===== config.mk =====
export PLATFORM = sky130hd
export DESIGN_NAME = hsl_to_rgb_converter
export DESIGN_NICKNAME = d
export VERILOG_FILES = /design/src/rtl/core/hsl_pkg.sv /design/src/rtl/core/hsl_to_rgb_converter.sv /design/src/rtl/core/hsl_quot.sv
export SDC_FILE = /design/constraint.sdc
export NUM_CORES = 2
export LEC_CHECK = 0
export ABC_AREA = 0
export BUFFER_PORTS_ARGS = -buffer_cell sky130_fd_sc_hd__buf_2
export CAP_MARGIN = 0
export CORE_UTILIZATION = 40
export DETAILED_ROUTE_END_ITERATION = 8
export SYNTH_ARGS = -nofsm -noshare
export SYNTH_HDL_FRONTEND = slang
export SYNTH_HIERARCHICAL = 1
export SYNTH_SLANG_ARGS = --single-unit

===== constraint.sdc =====
create_clock -name clock -period 7 [get_ports clock]
set_input_delay 0.7 -clock clock [delete_from_list [all_inputs] [get_ports clock]]
set_output_delay 0.7 -clock clock [all_outputs]
set_load 0.02 [all_outputs]

===== src/rtl/core/hsl_pkg.sv =====
package hsl_pkg;

   // Field widths
   localparam int unsigned CH_W  = 8;
   // Numerators scaled by 255 over DEN, worst case 255*DEN + DEN/2
   localparam int unsigned NUM_W = 23;

   // Fixed-point denominator (510 * 42) and half of it for rounding
   localparam int unsigned DEN      = 21420;
   localparam int unsigned HALF_DEN = DEN / 2;

   // Hue geometry
   localparam int unsigned SECTOR_LEN = 42;
   localparam int unsigned HUE_PERIOD = 2 * SECTOR_LEN;

   // Reciprocal of DEN: floor(n / DEN) == (n * RECIP) >> RECIP_SHIFT
   // for every n below 2**NUM_W (shift = NUM_W + ceil(log2(DEN))).
   localparam int unsigned     RECIP_SHIFT = 38;
   localparam int unsigned     RECIP_W     = 24;
   localparam longint unsigned RECIP_L     =
      ((64'd1 << RECIP_SHIFT) + 64'(DEN) - 64'd1) / 64'(DEN);
   localparam logic [RECIP_W-1:0] RECIP = RECIP_W'(RECIP_L);

   // Hue sector: which of (C+m, X+m, m) lands on red, green, blue
   typedef enum logic [2:0] {
      SEC_RED_YEL  = 3'd0,
      SEC_YEL_GRN  = 3'd1,
      SEC_GRN_CYN  = 3'd2,
      SEC_CYN_BLU  = 3'd3,
      SEC_BLU_MAG  = 3'd4,
      SEC_MAG_RED  = 3'd5
   } sector_type;

   // Numerators of the three candidate levels
   typedef struct packed {
      logic [NUM_W-1:0] nc;
      logic [NUM_W-1:0] nx;
      logic [NUM_W-1:0] nm;
   } num_set_type;

   // Rounded levels
   typedef struct packed {
      logic [CH_W-1:0] vc;
      logic [CH_W-1:0] vx;
      logic [CH_W-1:0] vm;
   } level_set_type;

endpackage


===== src/rtl/core/hsl_to_rgb_converter.sv =====
// HSL to RGB converter, one pixel per clock.
// Input: pulse start with req_hue, req_saturation and req_lightness
// (8 bits each). busy is tied low, so a transfer happens at every edge
// where start is high; a new pixel may follow in the very next cycle.
// Output: rsp_valid is high for exactly one cycle with rsp_red,
// rsp_green and rsp_blue; the receiver takes the transfer in that cycle.
// Throughput: one pixel per cycle, set by the six-stage pipeline with no
// shared unit; an input transfer passes through the stages in order:
//   1 lightness distance, hue sector and triangle
//   2 A*S and L*DEN
//   3 42*A*S and 2*A*S*T, C and m numerators
//   4 X numerator plus rounding offset
//   5 reciprocal multiply by 1/DEN (quotient unit)
//   6 sector permutation into the output register
// Reset (synchronous, active high) clears all stage valid bits; items
// in flight are dropped and no strobe is produced for them.
module hsl_to_rgb_converter (
   input  logic                        clock,
   input  logic                        reset,
   input  logic                        start,
   output logic                        busy,
   input  logic [hsl_pkg::CH_W-1:0]    req_hue,
   input  logic [hsl_pkg::CH_W-1:0]    req_saturation,
   input  logic [hsl_pkg::CH_W-1:0]    req_lightness,
   output logic                        rsp_valid,
   output logic [hsl_pkg::CH_W-1:0]    rsp_red,
   output logic [hsl_pkg::CH_W-1:0]    rsp_green,
   output logic [hsl_pkg::CH_W-1:0]    rsp_blue
);

   localparam int unsigned CW   = hsl_pkg::CH_W;
   localparam int unsigned NW   = hsl_pkg::NUM_W;
   localparam int unsigned TW   = 6;          // triangle 0..42
   localparam int unsigned HMW  = 7;          // hue mod 84
   localparam int unsigned ASW  = 2 * CW;     // A*S
   localparam int unsigned HCW  = 22;         // 42*A*S
   localparam int unsigned XPW  = 23;         // 2*A*S*T

   logic accept;

   // ---------------- stage 1 ----------------
   logic [CW:0]          twol;
   logic [CW-1:0]        light_dev;
   logic [CW-1:0]        a1_in;
   logic [HMW-1:0]       hm;
   logic [TW-1:0]        t1_in;
   hsl_pkg::sector_type  sec1_in;

   logic                 v1_ff;
   logic [CW-1:0]        a1_ff;
   logic [CW-1:0]        s1_ff;
   logic [CW-1:0]        l1_ff;
   logic [TW-1:0]        t1_ff;
   hsl_pkg::sector_type  sec1_ff;

   // ---------------- stage 2 ----------------
   logic                 v2_ff;
   logic [ASW-1:0]       as2_ff;
   logic [NW-1:0]        base2_ff;
   logic [TW-1:0]        t2_ff;
   hsl_pkg::sector_type  sec2_ff;

   // ---------------- stage 3 ----------------
   logic [HCW-1:0]       halfc;
   logic [XPW-1:0]       xpart3_in;
   logic                 v3_ff;
   logic [NW-1:0]        nc3_ff;
   logic [NW-1:0]        nm3_ff;
   logic [XPW-1:0]       xp3_ff;
   hsl_pkg::sector_type  sec3_ff;

   // ---------------- stage 4 ----------------
   hsl_pkg::num_set_type num4_in;
   hsl_pkg::num_set_type num4_ff;
   logic                 v4_ff;
   hsl_pkg::sector_type  sec4_ff;

   // ---------------- stage 5 / 6 ----------------
   logic                   v5;
   hsl_pkg::level_set_type lvl5;
   hsl_pkg::sector_type    sec5;
   logic                   v6_ff;
   logic [CW-1:0]          red_in, green_in, blue_in;
   logic [CW-1:0]          red_ff, green_ff, blue_ff;

   // Pipeline never stalls
   assign busy   = 1'b0;
   assign accept = start && !busy;

   // Stage 1: A = 255 - |2L - 255|, hue sector and triangle
   always_comb begin
      twol      = {req_lightness, 1'b0};
      light_dev = (twol >= (CW+1)'(255)) ? CW'(twol - (CW+1)'(255))
                                         : CW'((CW+1)'(255) - twol);
      a1_in     = CW'(255) - light_dev;

      // hue mod 84; hue 252..255 starts a fresh period
      if (req_hue < CW'(hsl_pkg::HUE_PERIOD)) begin
         hm = HMW'(req_hue);
      end else if (req_hue < CW'(2 * hsl_pkg::HUE_PERIOD)) begin
         hm = HMW'(req_hue - CW'(hsl_pkg::HUE_PERIOD));
      end else if (req_hue < CW'(3 * hsl_pkg::HUE_PERIOD)) begin
         hm = HMW'(req_hue - CW'(2 * hsl_pkg::HUE_PERIOD));
      end else begin
         hm = HMW'(req_hue - CW'(3 * hsl_pkg::HUE_PERIOD));
      end
      t1_in = (hm >= HMW'(hsl_pkg::SECTOR_LEN))
              ? TW'(HMW'(hsl_pkg::HUE_PERIOD) - hm) : TW'(hm);

      priority if (req_hue < CW'(hsl_pkg::SECTOR_LEN)) begin
         sec1_in = hsl_pkg::SEC_RED_YEL;
      end else if (req_hue < CW'(2 * hsl_pkg::SECTOR_LEN)) begin
         sec1_in = hsl_pkg::SEC_YEL_GRN;
      end else if (req_hue < CW'(3 * hsl_pkg::SECTOR_LEN)) begin
         sec1_in = hsl_pkg::SEC_GRN_CYN;
      end else if (req_hue < CW'(4 * hsl_pkg::SECTOR_LEN)) begin
         sec1_in = hsl_pkg::SEC_CYN_BLU;
      end else if (req_hue < CW'(5 * hsl_pkg::SECTOR_LEN)) begin
         sec1_in = hsl_pkg::SEC_BLU_MAG;
      end else begin
         sec1_in = hsl_pkg::SEC_MAG_RED;
      end
   end

   // Stage 3 combinational: 42*A*S and 2*A*S*T
   assign halfc     = HCW'(as2_ff) * HCW'(hsl_pkg::SECTOR_LEN);
   assign xpart3_in = (XPW'(as2_ff) * XPW'(t2_ff)) << 1;

   // Stage 4 combinational: X numerator and rounding offset
   always_comb begin
      num4_in.nc = nc3_ff + NW'(hsl_pkg::HALF_DEN);
      num4_in.nm = nm3_ff + NW'(hsl_pkg::HALF_DEN);
      num4_in.nx = nm3_ff + NW'(xp3_ff) + NW'(hsl_pkg::HALF_DEN);
   end

   // Valid bits
   always_ff @(posedge clock) begin
      if (reset) begin
         v1_ff <= 1'b0;
         v2_ff <= 1'b0;
         v3_ff <= 1'b0;
         v4_ff <= 1'b0;
         v6_ff <= 1'b0;
      end else begin
         v1_ff <= accept;
         v2_ff <= v1_ff;
         v3_ff <= v2_ff;
         v4_ff <= v3_ff;
         v6_ff <= v5;
      end
   end

   // Payload stages 1-4
   always_ff @(posedge clock) begin
      a1_ff    <= a1_in;
      s1_ff    <= req_saturation;
      l1_ff    <= req_lightness;
      t1_ff    <= t1_in;
      sec1_ff  <= sec1_in;

      as2_ff   <= ASW'(a1_ff) * ASW'(s1_ff);
      base2_ff <= NW'(l1_ff) * NW'(hsl_pkg::DEN);
      t2_ff    <= t1_ff;
      sec2_ff  <= sec1_ff;

      nc3_ff   <= base2_ff + NW'(halfc);
      nm3_ff   <= base2_ff - NW'(halfc);
      xp3_ff   <= xpart3_in;
      sec3_ff  <= sec2_ff;

      num4_ff  <= num4_in;
      sec4_ff  <= sec3_ff;
   end

   // Stage 5: divide by DEN
   hsl_quot u_quot (
      .clock      (clock),
      .reset      (reset),
      .num_valid  (v4_ff),
      .num        (num4_ff),
      .num_sector (sec4_ff),
      .lvl_valid  (v5),
      .lvl        (lvl5),
      .lvl_sector (sec5)
   );

   // Stage 6: sector permutation
   always_comb begin
      unique case (sec5)
         hsl_pkg::SEC_RED_YEL: begin
            red_in = lvl5.vc; green_in = lvl5.vx; blue_in = lvl5.vm;
         end
         hsl_pkg::SEC_YEL_GRN: begin
            red_in = lvl5.vx; green_in = lvl5.vc; blue_in = lvl5.vm;
         end
         hsl_pkg::SEC_GRN_CYN: begin
            red_in = lvl5.vm; green_in = lvl5.vc; blue_in = lvl5.vx;
         end
         hsl_pkg::SEC_CYN_BLU: begin
            red_in = lvl5.vm; green_in = lvl5.vx; blue_in = lvl5.vc;
         end
         hsl_pkg::SEC_BLU_MAG: begin
            red_in = lvl5.vx; green_in = lvl5.vm; blue_in = lvl5.vc;
         end
         default: begin
            red_in = lvl5.vc; green_in = lvl5.vm; blue_in = lvl5.vx;
         end
      endcase
   end

   always_ff @(posedge clock) begin
      red_ff   <= red_in;
      green_ff <= green_in;
      blue_ff  <= blue_in;
   end

   assign rsp_valid = v6_ff;
   assign rsp_red   = red_ff;
   assign rsp_green = green_ff;
   assign rsp_blue  = blue_ff;

   // Assertions

   // An input transfer enters stage 1 on the next cycle
   a_accept_enters: assert property (@(posedge clock) disable iff (reset)
      accept |=> v1_ff)
      else $error("input transfer did not enter the pipeline");

   // A quotient-stage item always reaches the output register
   a_quot_to_out: assert property (@(posedge clock) disable iff (reset)
      v5 |=> rsp_valid)
      else $error("item lost between quotient and output stage");

   // Zero saturation gives a gray pixel
   a_gray: assert property (@(posedge clock) disable iff (reset)
      (rsp_valid && ($past(req_saturation, 6) == '0)) |->
         ((rsp_red == rsp_green) && (rsp_green == rsp_blue)))
      else $error("zero saturation did not give equal components");

   // Full lightness gives white
   a_white: assert property (@(posedge clock) disable iff (reset)
      (rsp_valid && ($past(req_lightness, 6) == '1)) |->
         ((rsp_red == '1) && (rsp_green == '1) && (rsp_blue == '1)))
      else $error("full lightness did not give white");

endmodule


===== src/rtl/core/hsl_quot.sv =====
// Divide three rounded numerators by DEN with a reciprocal multiply,
// one register stage. Sector code rides along with the valid bit.
module hsl_quot (
   input  logic                  clock,
   input  logic                  reset,
   input  logic                  num_valid,
   input  hsl_pkg::num_set_type  num,
   input  hsl_pkg::sector_type   num_sector,
   output logic                  lvl_valid,
   output hsl_pkg::level_set_type lvl,
   output hsl_pkg::sector_type   lvl_sector
);

   localparam int unsigned PROD_W = hsl_pkg::NUM_W + hsl_pkg::RECIP_W;

   logic [PROD_W-1:0]       prod_c;
   logic [PROD_W-1:0]       prod_x;
   logic [PROD_W-1:0]       prod_m;
   logic                    valid_ff;
   hsl_pkg::level_set_type  lvl_ff;
   hsl_pkg::level_set_type  lvl_in;
   hsl_pkg::sector_type     sector_ff;

   // Reciprocal products; quotient is at most 255
   assign prod_c = PROD_W'(num.nc) * PROD_W'(hsl_pkg::RECIP);
   assign prod_x = PROD_W'(num.nx) * PROD_W'(hsl_pkg::RECIP);
   assign prod_m = PROD_W'(num.nm) * PROD_W'(hsl_pkg::RECIP);

   always_comb begin
      lvl_in.vc = prod_c[hsl_pkg::RECIP_SHIFT +: hsl_pkg::CH_W];
      lvl_in.vx = prod_x[hsl_pkg::RECIP_SHIFT +: hsl_pkg::CH_W];
      lvl_in.vm = prod_m[hsl_pkg::RECIP_SHIFT +: hsl_pkg::CH_W];
   end

   // Control
   always_ff @(posedge clock) begin
      if (reset) begin
         valid_ff <= 1'b0;
      end else begin
         valid_ff <= num_valid;
      end
   end

   // Payload
   always_ff @(posedge clock) begin
      lvl_ff    <= lvl_in;
      sector_ff <= num_sector;
   end

   assign lvl_valid  = valid_ff;
   assign lvl        = lvl_ff;
   assign lvl_sector = sector_ff;

endmodule


==> summary.md <==
| Metric | Value |
|---|---|
| WL/cell | `~15 um` |
| CP Data Arrival Time | `around 7 ns` |
| Most common cell in the netlist | `inv_1` |
| Synth area leader | `ha_1` |
| Top-level I/O count | `53` |
| Critical path fanouts, max | `5` |
| First-pass GRT wire length | `roughly 120,000 um` |
| Clock sink count | `264` |
| DRT Wirelength | `roughly 75,000 um` |
| Worst Hold Class | `in2reg` |
| Setup_tns | `0 ns` |
| Die Span X | `302 um` |
| RSZ-0062 raised after global routing | `false` |
| Yosys top cell area share | `29.6%` |
| Total number of yosys warnings | `6` |
| Share of cells above drive strength 1 | `4.05%` |
| Simple-Gate Fraction of Synth Area | `between 8 and 9%` |
| CTS HTree Levels | `1` |
| CP endpoint kind | `flip-flop` |
| Main combinational cell family by area after synthesis | `adder cells` |
| CTS max path bufs | `3` |
| #FFs+latches synth | `roughly 260` |
| Synth Area in Compound Gates | `roughly a tenth` |
| Fin nets | `5,164` |
| Area of the multi-input gates | `27,300 sq um` |
| CORE AREA | `88,600 sq um` |
| Setup crit start kind | `flip-flop` |
| Initial antenna violation count | `0` |
| Area share of fa/ha/maj cells after synthesis | `52.4%` |
| Total Routing Usage GR | `between 10% and 20%` |
| Cell area after synthesis | `around 36,000 sq um` |
| Gate count after technology mapping | `roughly 3,800` |
| GRT overflow | `0` |
| DRT antenna net count | `0` |
| Final hold viol count | `0` |
| Die Area | `roughly 91,000 sq um` |
| # Post-CTS Setup Buffers | `0` |
| Tmin final | `6.45 ns` |
| Worst EP required | `7.53 ns` |
| Synth Area per Inst | `roughly 9.5 sq um` |
| Num CTS Buffers | `31` |
| IO Port Bufs | `roughly 50` |
| Final Cycle Share | `between 90 and 100%` |
| Synth cell count leaders | `875 x inv_1, 849 x ha_1, 409 x fa_1` |
| Final setup vio count | `0` |
| DP HPWL | `between 60,000 and 70,000 um` |
| Residual DRC | `8` |
| Final Skew | `0.0142 ns` |
| Filler Cells Inserted | `just under 9,000` |
| Cts hold-fix bufs | `0` |
| CTS tree | `yes` |
| Clk slew on worst S/H paths | `0.06 ns` |
| Antenna Diode Count | `0` |
| Max Slew Vio Count | `0` |
| Failing checks | `DRC` |
| Max-cap violation count | `0` |
| Root Buffer | `clkbuf_16` |
| Max-slew headroom | `about a quarter` |
| Status | `finished with violations` |
| Count of cell types in the netlist | `90` |
| Row Count | `109` |
| Ys flop type | `dfxtp_1` |
| Fmax | `155 MHz` |
| Post_cts resized | `0` |
| Vias in the first global route | `~25,000` |
| Post-synthesis sequential area ratio | `between 10% and 20%` |
| Xor and xnor area share after synthesis | `under 10%` |
| Area Overhead vs Synth | `7.76%` |
| Vias per std cell | `4.81` |
| Register area | `roughly 5300 sq um` |
| Setup CP Type | `reg2reg` |
| Asr flop ratio synth | `0%` |
| Vias | `~24,000` |
| Tightest Pin Transition | `1.14 ns` |
| Post-synth EDFFs | `0` |
| Multiplexer share of the synthesized area | `0.449%` |
| Placer congestion estimate | `slightly above 0.9` |
| Die Y | `around 300 um` |
| R2R Setup Slk | `0.55 ns` |
| Pre-antenna DRT Iters | `7` |
| Clock latency on the worst-skew pair | `between 0.6 and 0.7 ns` |
| Initial Util | `slightly above 40%` |
| 1st-iter DRT viols | `around 1,100` |
| Largest net degree at the start of global routing | `just under 70` |
| Synth top area cells | `ha_1 30%, fa_1 23%, dfxtp_1 15%` |
[layout make-up]
type | count | area share (%)
multi-input cells | 2650 | 70.5
flip-flops and latches | 264 | 13.7
inverters | 878 | 8.51
well taps | 1165 | 3.77
clock buffers | 38 | 2.20
repair buffers | 54 | 0.718
clock inverters | 19 | 0.604
[per-stage QoR]
| stage | area (sq um) | hold WS, ns | instances | setup WS, ns | util [%] |
|---|---|---|---|---|---|
| finish | 38700 | 0.190 | 5068 | 0.554 | 43.7 |
| global placement | 37600 | 0.313 | 5011 | 0.824 | 42.4 |
| floorplan | 36000 | 0.310 | 3830 | 1.47 | - |
| detailed placement | 37600 | 0.312 | 5011 | 0.761 | 42.4 |
| CTS | 38700 | 0.144 | 5068 | 0.680 | 43.7 |
| global route | 38700 | 0.155 | 5068 | 0.370 | 43.7 |
[worst max-delay path: stages (launching register included)]
cell and delay (ns):
dfxtp_1 0.43, inv_1 0.10, fa_1 0.46, fa_1 0.50, inv_1 0.06, fa_1 0.46, ha_1 0.32, fa_1 0.47
fa_1 0.54, inv_1 0.05, fa_1 0.53, inv_1 0.04, ha_1 0.31, nand2_1 0.06, o21ai_0 0.08, a2111oi_0 0.96
a21oi_1 0.26, a21oi_1 0.29, a21oi_1 0.14, a21oi_1 0.20, xnor2_1 0.13
[metal layers]
metal / share of wire [%] / global-route usage [%]
met1: 50 / 23.8
met2: 45 / 27.5
met3: 3.3 / 2.05
met4: 2.2 / 3.72
met5: 0 / 0
[cells by family after synthesis]
| logic type | after synthesis |
|---|---|
| adder cells (fa/ha/maj) | 1258 |
| buffers and inverters | 916 |
| AND/OR/NAND/NOR | 621 |
| AO/OA/AOI/OAI | 537 |
| flip-flops | 264 |
| XOR/XNOR | 183 |
| multiplexers | 16 |
| other | 2 |
[registers in the layout (all words and copies together) (netlist names), 3 cells and up]
name and count:
num4_ff 62, u_quot/lvl 24, base2_ff 21, nc3_ff 21
xp3_ff 21, nm3_ff 20, as2_ff 15, l1_ff 8
rsp_blue 8, rsp_green 8, rsp_red 8, s1_ff 8
a1_ff 7, t1_ff 6, t2_ff 6, sec1_ff 3
sec2_ff 3, sec3_ff 3, sec4_ff 3, u_quot/lvl_sector 3
[cell usage in the layout (no fill, tap or decap), types with 35 or more instances in the layout]
cell,instances
a21oi_1,152
a21o_1,44
ha_1,849
inv_1,875
conb_1,35
xnor2_1,124
and2_1,70
o21ai_0,115
nor2_1,125
nor2b_1,35
buf_2,51
dfxtp_1,263
nand2_1,200
fa_1,409
xor2_1,59
[path summary, 6_finish.rpt]
path                                       end  cells after the start                 from
hold reg to reg   u_quot/lvl_sector[1]$_DFF_P_                      0   sec4_ff[1]$_DFF_P_
setup reg to reg        u_quot/lvl[15]$_DFF_P_                     20  num4_ff[28]$_DFF_P_
setup / recovery        u_quot/lvl[15]$_DFF_P_                     20  num4_ff[28]$_DFF_P_
hold / removal                s1_ff[6]$_DFF_P_                      1    req_saturation[6]
Power is not shown: default switching activity piles up to over one toggle a cycle in this logic, so the estimate is an artifact.
